--- src/hw/rtl/sstf_pkg.sv ---
// Shared constants and types for the shortest-seek-first scheduler.
// No dependencies; compiled first.
`default_nettype none

package sstf_pkg;

    localparam int CYL_W           = 16;
    localparam int SUM_W           = 22;
    localparam int MAX_REQUESTS_DEF = 8;

    // Best candidate handed from cell to cell during a sweep
    typedef struct packed {
        logic             found;
        logic [CYL_W-1:0] gap;
        logic [CYL_W-1:0] cyl;
    } t_cand;

endpackage

`default_nettype wire

--- src/hw/rtl/sstf_req_if.sv ---
// Request channel: valid/ready handshake with one cylinder request.
// Depends on sstf_pkg.
`default_nettype none

interface sstf_req_if;
    import sstf_pkg::*;

    logic             valid;
    logic             ready;
    logic [CYL_W-1:0] request_cylinder;
    logic             last_request;

    modport source (output valid, output request_cylinder, output last_request,
                    input ready);
    modport sink   (input valid, input request_cylinder, input last_request,
                    output ready);
endinterface

`default_nettype wire

--- src/hw/rtl/sstf_res_if.sv ---
// Result channel: valid/ready handshake with one served request.
// Depends on sstf_pkg.
`default_nettype none

interface sstf_res_if;
    import sstf_pkg::*;

    logic             valid;
    logic             ready;
    logic [CYL_W-1:0] served_cylinder;
    logic [CYL_W-1:0] seek_distance;
    logic [SUM_W-1:0] total_movement;
    logic             overflow;
    logic             last_result;

    modport source (output valid, output served_cylinder, output seek_distance,
                    output total_movement, output overflow, output last_result,
                    input ready);
    modport sink   (input valid, input served_cylinder, input seek_distance,
                    input total_movement, input overflow, input last_result,
                    output ready);
endinterface

`default_nettype wire

--- src/hw/rtl/sstf_cell.sv ---
// One store slot of the scheduler chain: holds a cylinder and merges it
// into the registered best candidate passed on to the next cell.
// Depends on sstf_pkg.
`default_nettype none

module sstf_cell #(
    parameter int IDX_W    = 3,
    parameter int CELL_IDX = 0
) (
    input  wire logic                     i_clk,
    input  wire logic                     i_rst_n,
    input  wire logic                     i_wr_en,
    input  wire logic [sstf_pkg::CYL_W-1:0] i_wr_data,
    input  wire logic                     i_active,
    input  wire logic [sstf_pkg::CYL_W-1:0] i_head,
    input  wire sstf_pkg::t_cand          i_cand,
    input  wire logic [IDX_W-1:0]         i_cand_idx,
    output sstf_pkg::t_cand               o_cand,
    output logic [IDX_W-1:0]              o_cand_idx,
    output logic [sstf_pkg::CYL_W-1:0]    o_cyl
);
    import sstf_pkg::*;

    logic [CYL_W-1:0] r_cyl;
    t_cand            r_cand;
    t_cand            n_cand;
    logic [IDX_W-1:0] r_cand_idx;
    logic [IDX_W-1:0] n_cand_idx;
    logic [CYL_W-1:0] w_gap;
    logic             w_take;

    assign w_gap  = (r_cyl >= i_head) ? (r_cyl - i_head) : (i_head - r_cyl);
    // strict compare keeps the lower index on a tie
    assign w_take = i_active && (!i_cand.found || (w_gap < i_cand.gap));

    always_comb begin
        if (w_take) begin
            n_cand.found = 1'b1;
            n_cand.gap   = w_gap;
            n_cand.cyl   = r_cyl;
            n_cand_idx   = IDX_W'(CELL_IDX);
        end else begin
            n_cand     = i_cand;
            n_cand_idx = i_cand_idx;
        end
    end

    always_ff @(posedge i_clk) begin
        if (i_wr_en) begin
            r_cyl <= i_wr_data;
        end
    end

    always_ff @(posedge i_clk) begin
        if (!i_rst_n) begin
            r_cand.found <= 1'b0;
        end else begin
            r_cand.found <= n_cand.found;
        end
        r_cand.gap <= n_cand.gap;
        r_cand.cyl <= n_cand.cyl;
        r_cand_idx <= n_cand_idx;
    end

    assign o_cand     = r_cand;
    assign o_cand_idx = r_cand_idx;
    assign o_cyl      = r_cyl;

endmodule

`default_nettype wire

--- src/hw/rtl/sstf_seek_scheduler_core.sv ---
// Shortest-seek-first scheduler: loads a batch of cylinder requests into a
// chain of cells and serves them nearest-first from a start head position.
//
// Usage:
//   i_req  carries one request per handshake; last_request closes the batch.
//          Ready is high while loading and low while the batch is served.
//          Requests beyond MAX_REQUESTS are dropped and flag overflow.
//   o_res  carries one result per served request, last_result on the final.
//   i_cfg_we / i_cfg_wdata write start_head; write it only while idle.
// Timing:
//   Loading accepts one request per cycle. Each pick sweeps a candidate
//   through the MAX_REQUESTS registered cells, and a result is registered
//   once the sweep has crossed the last cell and the output register is free.
// Reset clears the counters, sums and channels; store contents stay as is.
// When the receiver stalls, the finished result sits in the output
// register and the next pick waits for it to be taken.
`default_nettype none

module sstf_seek_scheduler_core #(
    parameter int MAX_REQUESTS = sstf_pkg::MAX_REQUESTS_DEF
) (
    input  wire logic                       i_clk,
    input  wire logic                       i_rst_n,
    input  wire logic                       i_cfg_we,
    input  wire logic [sstf_pkg::CYL_W-1:0] i_cfg_wdata,
    sstf_req_if.sink                        i_req,
    sstf_res_if.source                      o_res
);
    import sstf_pkg::*;

    localparam int IDX_W = (MAX_REQUESTS > 1) ? $clog2(MAX_REQUESTS) : 1;
    localparam int CNT_W = $clog2(MAX_REQUESTS + 1);

    localparam logic ST_LOAD = 1'b0;
    localparam logic ST_PICK = 1'b1;

    logic             r_state;
    logic [CNT_W-1:0] r_count;
    logic [CNT_W-1:0] r_sweep;
    logic [CYL_W-1:0] r_start_head;
    logic [CYL_W-1:0] r_head;
    logic [SUM_W-1:0] r_sum;
    logic             r_drop;

    logic             r_out_valid;
    logic [CYL_W-1:0] r_out_cyl;
    logic [CYL_W-1:0] r_out_gap;
    logic [SUM_W-1:0] r_out_sum;
    logic             r_out_ovf;
    logic             r_out_last;

    t_cand            w_cand     [MAX_REQUESTS+1];
    logic [IDX_W-1:0] w_cand_idx [MAX_REQUESTS+1];
    logic [CYL_W-1:0] w_cell_cyl [MAX_REQUESTS];
    logic [MAX_REQUESTS-1:0] w_wr_en;
    logic [CYL_W-1:0] w_wr_data;
    logic [IDX_W-1:0] w_last_idx;
    logic [IDX_W-1:0] w_load_idx;
    logic             w_accept;
    logic             w_room;
    logic             w_pick;
    logic [SUM_W-1:0] w_new_sum;
    t_cand            w_best;

    assign i_req.ready = (r_state == ST_LOAD);
    assign w_accept    = i_req.valid && i_req.ready;
    assign w_room      = (r_count < CNT_W'(MAX_REQUESTS));
    assign w_last_idx  = IDX_W'(r_count - 1'b1);
    assign w_load_idx  = IDX_W'(r_count);
    assign w_best      = w_cand[MAX_REQUESTS];
    // pick once the candidate has crossed every cell and the output is free
    assign w_pick      = (r_state == ST_PICK) && (r_sweep == CNT_W'(MAX_REQUESTS))
                         && (!r_out_valid || o_res.ready);
    assign w_new_sum   = r_sum + SUM_W'(w_best.gap);

    assign w_cand[0].found = 1'b0;
    assign w_cand[0].gap   = '0;
    assign w_cand[0].cyl   = '0;
    assign w_cand_idx[0]   = '0;

    assign w_wr_data = (r_state == ST_LOAD) ? i_req.request_cylinder
                                            : w_cell_cyl[w_last_idx];

    always_comb begin
        w_wr_en = '0;
        if (w_accept && w_room) begin
            w_wr_en[w_load_idx] = 1'b1;
        end else if (w_pick) begin
            // refill the served slot with the last stored entry
            w_wr_en[w_cand_idx[MAX_REQUESTS]] = 1'b1;
        end
    end

    for (genvar k = 0; k < MAX_REQUESTS; k++) begin : g_cell
        sstf_cell #(
            .IDX_W    (IDX_W),
            .CELL_IDX (k)
        ) u_cell (
            .i_clk      (i_clk),
            .i_rst_n    (i_rst_n),
            .i_wr_en    (w_wr_en[k]),
            .i_wr_data  (w_wr_data),
            .i_active   (CNT_W'(k) < r_count),
            .i_head     (r_head),
            .i_cand     (w_cand[k]),
            .i_cand_idx (w_cand_idx[k]),
            .o_cand     (w_cand[k+1]),
            .o_cand_idx (w_cand_idx[k+1]),
            .o_cyl      (w_cell_cyl[k])
        );
    end

    always_ff @(posedge i_clk) begin
        if (!i_rst_n) begin
            r_start_head <= '0;
        end else if (i_cfg_we) begin
            r_start_head <= i_cfg_wdata;
        end
    end

    always_ff @(posedge i_clk) begin
        if (!i_rst_n) begin
            r_state <= ST_LOAD;
            r_count <= '0;
            r_sweep <= '0;
            r_head  <= '0;
            r_sum   <= '0;
            r_drop  <= 1'b0;
        end else begin
            case (r_state)
                ST_LOAD: begin
                    if (w_accept) begin
                        if (w_room) begin
                            r_count <= r_count + 1'b1;
                        end else begin
                            r_drop <= 1'b1;
                        end
                        if (i_req.last_request) begin
                            r_state <= ST_PICK;
                            r_head  <= r_start_head;
                            r_sweep <= '0;
                        end
                    end
                end
                ST_PICK: begin
                    if (w_pick) begin
                        r_head  <= w_best.cyl;
                        r_count <= r_count - 1'b1;
                        r_sweep <= '0;
                        if (r_count == CNT_W'(1)) begin
                            r_state <= ST_LOAD;
                            r_sum   <= '0;
                            r_drop  <= 1'b0;
                        end else begin
                            r_sum <= w_new_sum;
                        end
                    end else if (r_sweep != CNT_W'(MAX_REQUESTS)) begin
                        r_sweep <= r_sweep + 1'b1;
                    end
                end
                default: begin
                    r_state <= ST_LOAD;
                end
            endcase
        end
    end

    always_ff @(posedge i_clk) begin
        if (!i_rst_n) begin
            r_out_valid <= 1'b0;
        end else if (w_pick) begin
            r_out_valid <= 1'b1;
        end else if (o_res.ready) begin
            r_out_valid <= 1'b0;
        end
        if (w_pick) begin
            r_out_cyl  <= w_best.cyl;
            r_out_gap  <= w_best.gap;
            r_out_sum  <= w_new_sum;
            r_out_ovf  <= r_drop;
            r_out_last <= (r_count == CNT_W'(1));
        end
    end

    assign o_res.valid           = r_out_valid;
    assign o_res.served_cylinder = r_out_cyl;
    assign o_res.seek_distance   = r_out_gap;
    assign o_res.total_movement  = r_out_sum;
    assign o_res.overflow        = r_out_ovf;
    assign o_res.last_result     = r_out_last;

endmodule

`default_nettype wire
--- src/flat_wrapper.sv ---
// flat-port wrapper written by rule: the top's interface ports become plain ports
module sstf_seek_scheduler_core_flat import sstf_pkg::*;
#(
    parameter int MAX_REQUESTS = sstf_pkg::MAX_REQUESTS_DEF
)
  (i_clk, i_rst_n, i_cfg_we, i_cfg_wdata, i_req_valid, i_req_request_cylinder, i_req_last_request, i_req_ready, o_res_valid, o_res_served_cylinder, o_res_seek_distance, o_res_total_movement, o_res_overflow, o_res_last_result, o_res_ready);
  sstf_req_if i_req_i ();
  sstf_res_if o_res_i ();
  input  wire logic i_clk;
  input  wire logic i_rst_n;
  input  wire logic i_cfg_we;
  input  wire logic [sstf_pkg::CYL_W-1:0] i_cfg_wdata;
  input wire logic [$bits(i_req_i.valid)-1:0] i_req_valid;
  input wire logic [$bits(i_req_i.request_cylinder)-1:0] i_req_request_cylinder;
  input wire logic [$bits(i_req_i.last_request)-1:0] i_req_last_request;
  output wire logic [$bits(i_req_i.ready)-1:0] i_req_ready;
  output wire logic [$bits(o_res_i.valid)-1:0] o_res_valid;
  output wire logic [$bits(o_res_i.served_cylinder)-1:0] o_res_served_cylinder;
  output wire logic [$bits(o_res_i.seek_distance)-1:0] o_res_seek_distance;
  output wire logic [$bits(o_res_i.total_movement)-1:0] o_res_total_movement;
  output wire logic [$bits(o_res_i.overflow)-1:0] o_res_overflow;
  output wire logic [$bits(o_res_i.last_result)-1:0] o_res_last_result;
  input wire logic [$bits(o_res_i.ready)-1:0] o_res_ready;
  assign i_req_i.valid = i_req_valid;
  assign i_req_i.request_cylinder = i_req_request_cylinder;
  assign i_req_i.last_request = i_req_last_request;
  assign i_req_ready = i_req_i.ready;
  assign o_res_valid = o_res_i.valid;
  assign o_res_served_cylinder = o_res_i.served_cylinder;
  assign o_res_seek_distance = o_res_i.seek_distance;
  assign o_res_total_movement = o_res_i.total_movement;
  assign o_res_overflow = o_res_i.overflow;
  assign o_res_last_result = o_res_i.last_result;
  assign o_res_i.ready = o_res_ready;
  sstf_seek_scheduler_core #(.MAX_REQUESTS(MAX_REQUESTS)) u_core (.i_clk(i_clk), .i_rst_n(i_rst_n), .i_cfg_we(i_cfg_we), .i_cfg_wdata(i_cfg_wdata), .i_req(i_req_i), .o_res(o_res_i));
endmodule
--- config.mk ---
export PLATFORM = sky130hd
export DESIGN_NAME = sstf_seek_scheduler_core_flat
export DESIGN_NICKNAME = d
export VERILOG_FILES = /design/src/hw/rtl/sstf_pkg.sv /design/src/hw/rtl/sstf_req_if.sv /design/src/hw/rtl/sstf_res_if.sv /design/src/hw/rtl/sstf_cell.sv /design/src/hw/rtl/sstf_seek_scheduler_core.sv /design/src/flat_wrapper.sv
export SDC_FILE = /design/constraint.sdc
export NUM_CORES = 1
export LEC_CHECK = 0
export ABC_AREA = 1
export BUFFER_PORTS_ARGS = -buffer_cell sky130_fd_sc_hd__buf_2
export CORE_ASPECT_RATIO = 0.9
export CORE_UTILIZATION = 55
export DETAILED_ROUTE_END_ITERATION = 10
export PLACE_DENSITY = 0.71
export SLEW_MARGIN = 5
export SYNTH_ARGS = -nofsm -noshare
export SYNTH_HDL_FRONTEND = slang
export SYNTH_HIERARCHICAL = 1
export SYNTH_SLANG_ARGS = --single-unit
--- constraint.sdc ---
create_clock -name i_clk -period 4.3 [get_ports i_clk]
set_input_delay 0.215 -clock i_clk [delete_from_list [all_inputs] [get_ports i_clk]]
set_output_delay 0.215 -clock i_clk [all_outputs]
set_load 0.02 [all_outputs]
==> results.py <==
metrics = {
    "status": {
        "status": "completed",
    },
    "grt": {
        "grt_pass1_wl_um": 204000,
        "grt_start_max_net_pins": 73,
        "grt_pass1_vias": 34900,
        "grt_antenna_before_repair": 0,
        "overflow": 0,
        "track_usage_pct": 35.9,
    },
    "cells_and_area": {
        "mostFrequentLayoutCells": "nand2_1, inv_1, ha_1",
        "syn_to_final_growth_pct": 10.2,
        "antennaDiodeCount": 0,
        "register_area_sq_um": 12600,
        "nFillCells": 6794,
        "final_common_cell": "nand2_1",
        "multi_input_area_sq_um": 22900,
        "final_nets": 6590,
        "drive_gt1_share_pct": 8.70,
    },
    "floorplan": {
        "die_h_um": 259,
        "row_count": 93,
        "die_width_um": 287,
        "core_sq_um": 72000,
        "ios": 96,
        "die-area_sq_um": 74300,
        "initial_core_util_pct": 55.9,
    },
    "clocking": {
        "cts_root_buf": "clkbuf_16",
        "clk_pin_slew_worst_paths_ns": 0.06,
        "insertion_delay_ns": 0.65,
        "htreeDepth": 2,
        "cts_tree": "built",
        "clock-sinks": 536,
        "cts_inserted_buffers": 58,
        "clockBufferDepth": 3,
    },
    "critical_path": {
        "r2r_start": "u_core/r_head[0]",
        "crit_required_ns": 4.82,
        "end_kind": "flop",
        "path_max_fanout": 29,
        "critPathLaunch": "u_core/r_head[0]",
        "startpoint_type": "flop",
        "worstSetupPathType": "reg -> reg",
        "critical_path_arrival_ns": 4.57,
    },
    "sta": {
        "setup_violations": 0,
        "period_minus_slack_ns": 4.05,
        "drv_slew": 0,
        "max_freq_mhz": 247,
        "tightestPinTransition_ns": 1.20,
        "setup_ws_ns": 0.250,
        "relSlewSlack_pct": 19.6,
        "fin_skew_ns": 0.0244,
        "fin_crit_sh_pct": 94.2,
        "fin_hold_ws_ns": 0.0581,
        "hold_viol_final": 0,
    },
    "synthesis": {
        "syn_inst": 5962,
        "syn_area_sq_um": 40300,
        "yosysWarnings": 6,
        "synth.avg_cell_area_sq_um": 6.76,
    },
    "pwr": {
        "power_density_nw_per_um2": 562,
        "p_sw_uw": 11200,
        "switching_share_pct": 44.7,
        "peakVddDrop_mv": 0.622,
        "power.total_uw": 25000,
        "internal-power_uw": 13800,
        "combPwrFrac_pct": 45.6,
        "seqPwrFrac_pct": 33.8,
        "p_clk_share_pct": 20.6,
        "cellLeakagePower_uw": 0.0235,
    },
    "flow_run": {
        "max-cap-violations": 0,
    },
    "detailed_routing": {
        "drt-total-wl_um": 136000,
        "dr.pass1.iters": 6,
        "routed_via_density": 5.36,
        "ant_nets": 0,
        "route.detailed.drc": 0,
        "vias": 38300,
        "drtIter0Drc": 3990,
        "wl_per_cell_um": 19.0,
    },
    "place": {
        "numPortBuffers": 95,
        "dp_hpwl_um": 109000,
        "place_ws_ns": 0.133,
        "gp_congestion": 1.01,
    },
    "worst_hold_path": {
        "hold_class": "in -> reg",
        "holdCritStartpoint": "i_cfg_we",
    },
}
## timing repair
item,4_1_cts,5_1_grt
hold endpoints to repair,22,0
hold buffers,30,0
gates resized for setup,0,10
buffers inserted,0,9
endpoints found under the setup margin,0,122
## sequential cells by signal (all words and copies together) (netlist names), 16 cells and up
signal,count
u_core/o_res.seek_distance,16
u_core/g_cell.u_cell/o_cand_idx,24
u_core/r_sum,22
u_core/r_start_head,16
u_core/g_cell.u_cell/o_cyl,128
u_core/o_res.total_movement,22
u_core/r_head,16
u_core/g_cell.u_cell/o_cand,263
u_core/o_res.served_cylinder,16
## metal layers
| metal | vias up | wire length (um) | GRT usage, % |
|---|---|---|---|
| met5 | - | 0 | 0 |
| met4 | 0 | 6060 | 13.4 |
| met3 | 278 | 12000 | 4.82 |
| met2 | 1611 | 59400 | 56.9 |
| met1 | 17500 | 58600 | 49.7 |
| li1 | 18900 | - | - |
## path summary, 6_finish.rpt
kind                                                end  slack, ns  cells after the start
setup / recovery     u_core/g_cell[5].u_cell/o_cand[12]       0.25                     22
hold / removal                   u_core/r_start_head[7]       0.06                      3
setup reg to reg     u_core/g_cell[5].u_cell/o_cand[12]       0.25                     22
hold reg to reg   u_core/g_cell[4].u_cell/o_cand_idx[2]       0.41                      1
## power groups by stage
stage	logic, uW	registers (uW)	clock network, uW
2_1_floorplan	8220	7510	0
3_3_place_gp	10900	8510	0
3_5_place_dp	11000	8460	0
4_1_cts	11100	8370	5200
5_1_grt	12800	8430	5390
6_report	11400	8430	5140
## critical path: stages, from the launching register on
cell and delay (ns):
dfxtp_1 0.35, buf_4 0.21, ha_1 0.20, inv_1 0.11, fa_2 0.41, nand3_1 0.10, nand3_2 0.14, nand2_1 0.13
nand3_2 0.13, a21oi_4 0.20, buf_12 0.15, nand3_1 0.07, nand2_1 0.13, inv_1 0.06, ha_1 0.31, a21oi_1 0.16
o21ai_0 0.11, nor2_1 0.10, nand2_1 0.15, nand2_1 0.09, nand2_1 0.07, buf_4 0.23, o21ai_0 0.32
## final cells by class
cell class	count	area share, %
Clock buffer	74	3.69
Clock inverter	34	0.708
Inverter	1066	9.03
Multi-Input combinational cell	4252	51.7
Sequential cell	536	28.3
Tap cell	950	2.68
Timing Repair Buffer	232	3.90
## metrics by stage
stage	cell area (sq um)	utilization, %	instances	TNS (ns)
finish	44400	61.6	7144	0
global route	44400	61.6	7144	-0.000444
CTS	44300	61.4	7134	0
detailed placement	42000	58.3	6996	0
global placement	42000	58.3	6996	0
floorplan	40500	-	6014	0
(Power assumes the default switching activity.)
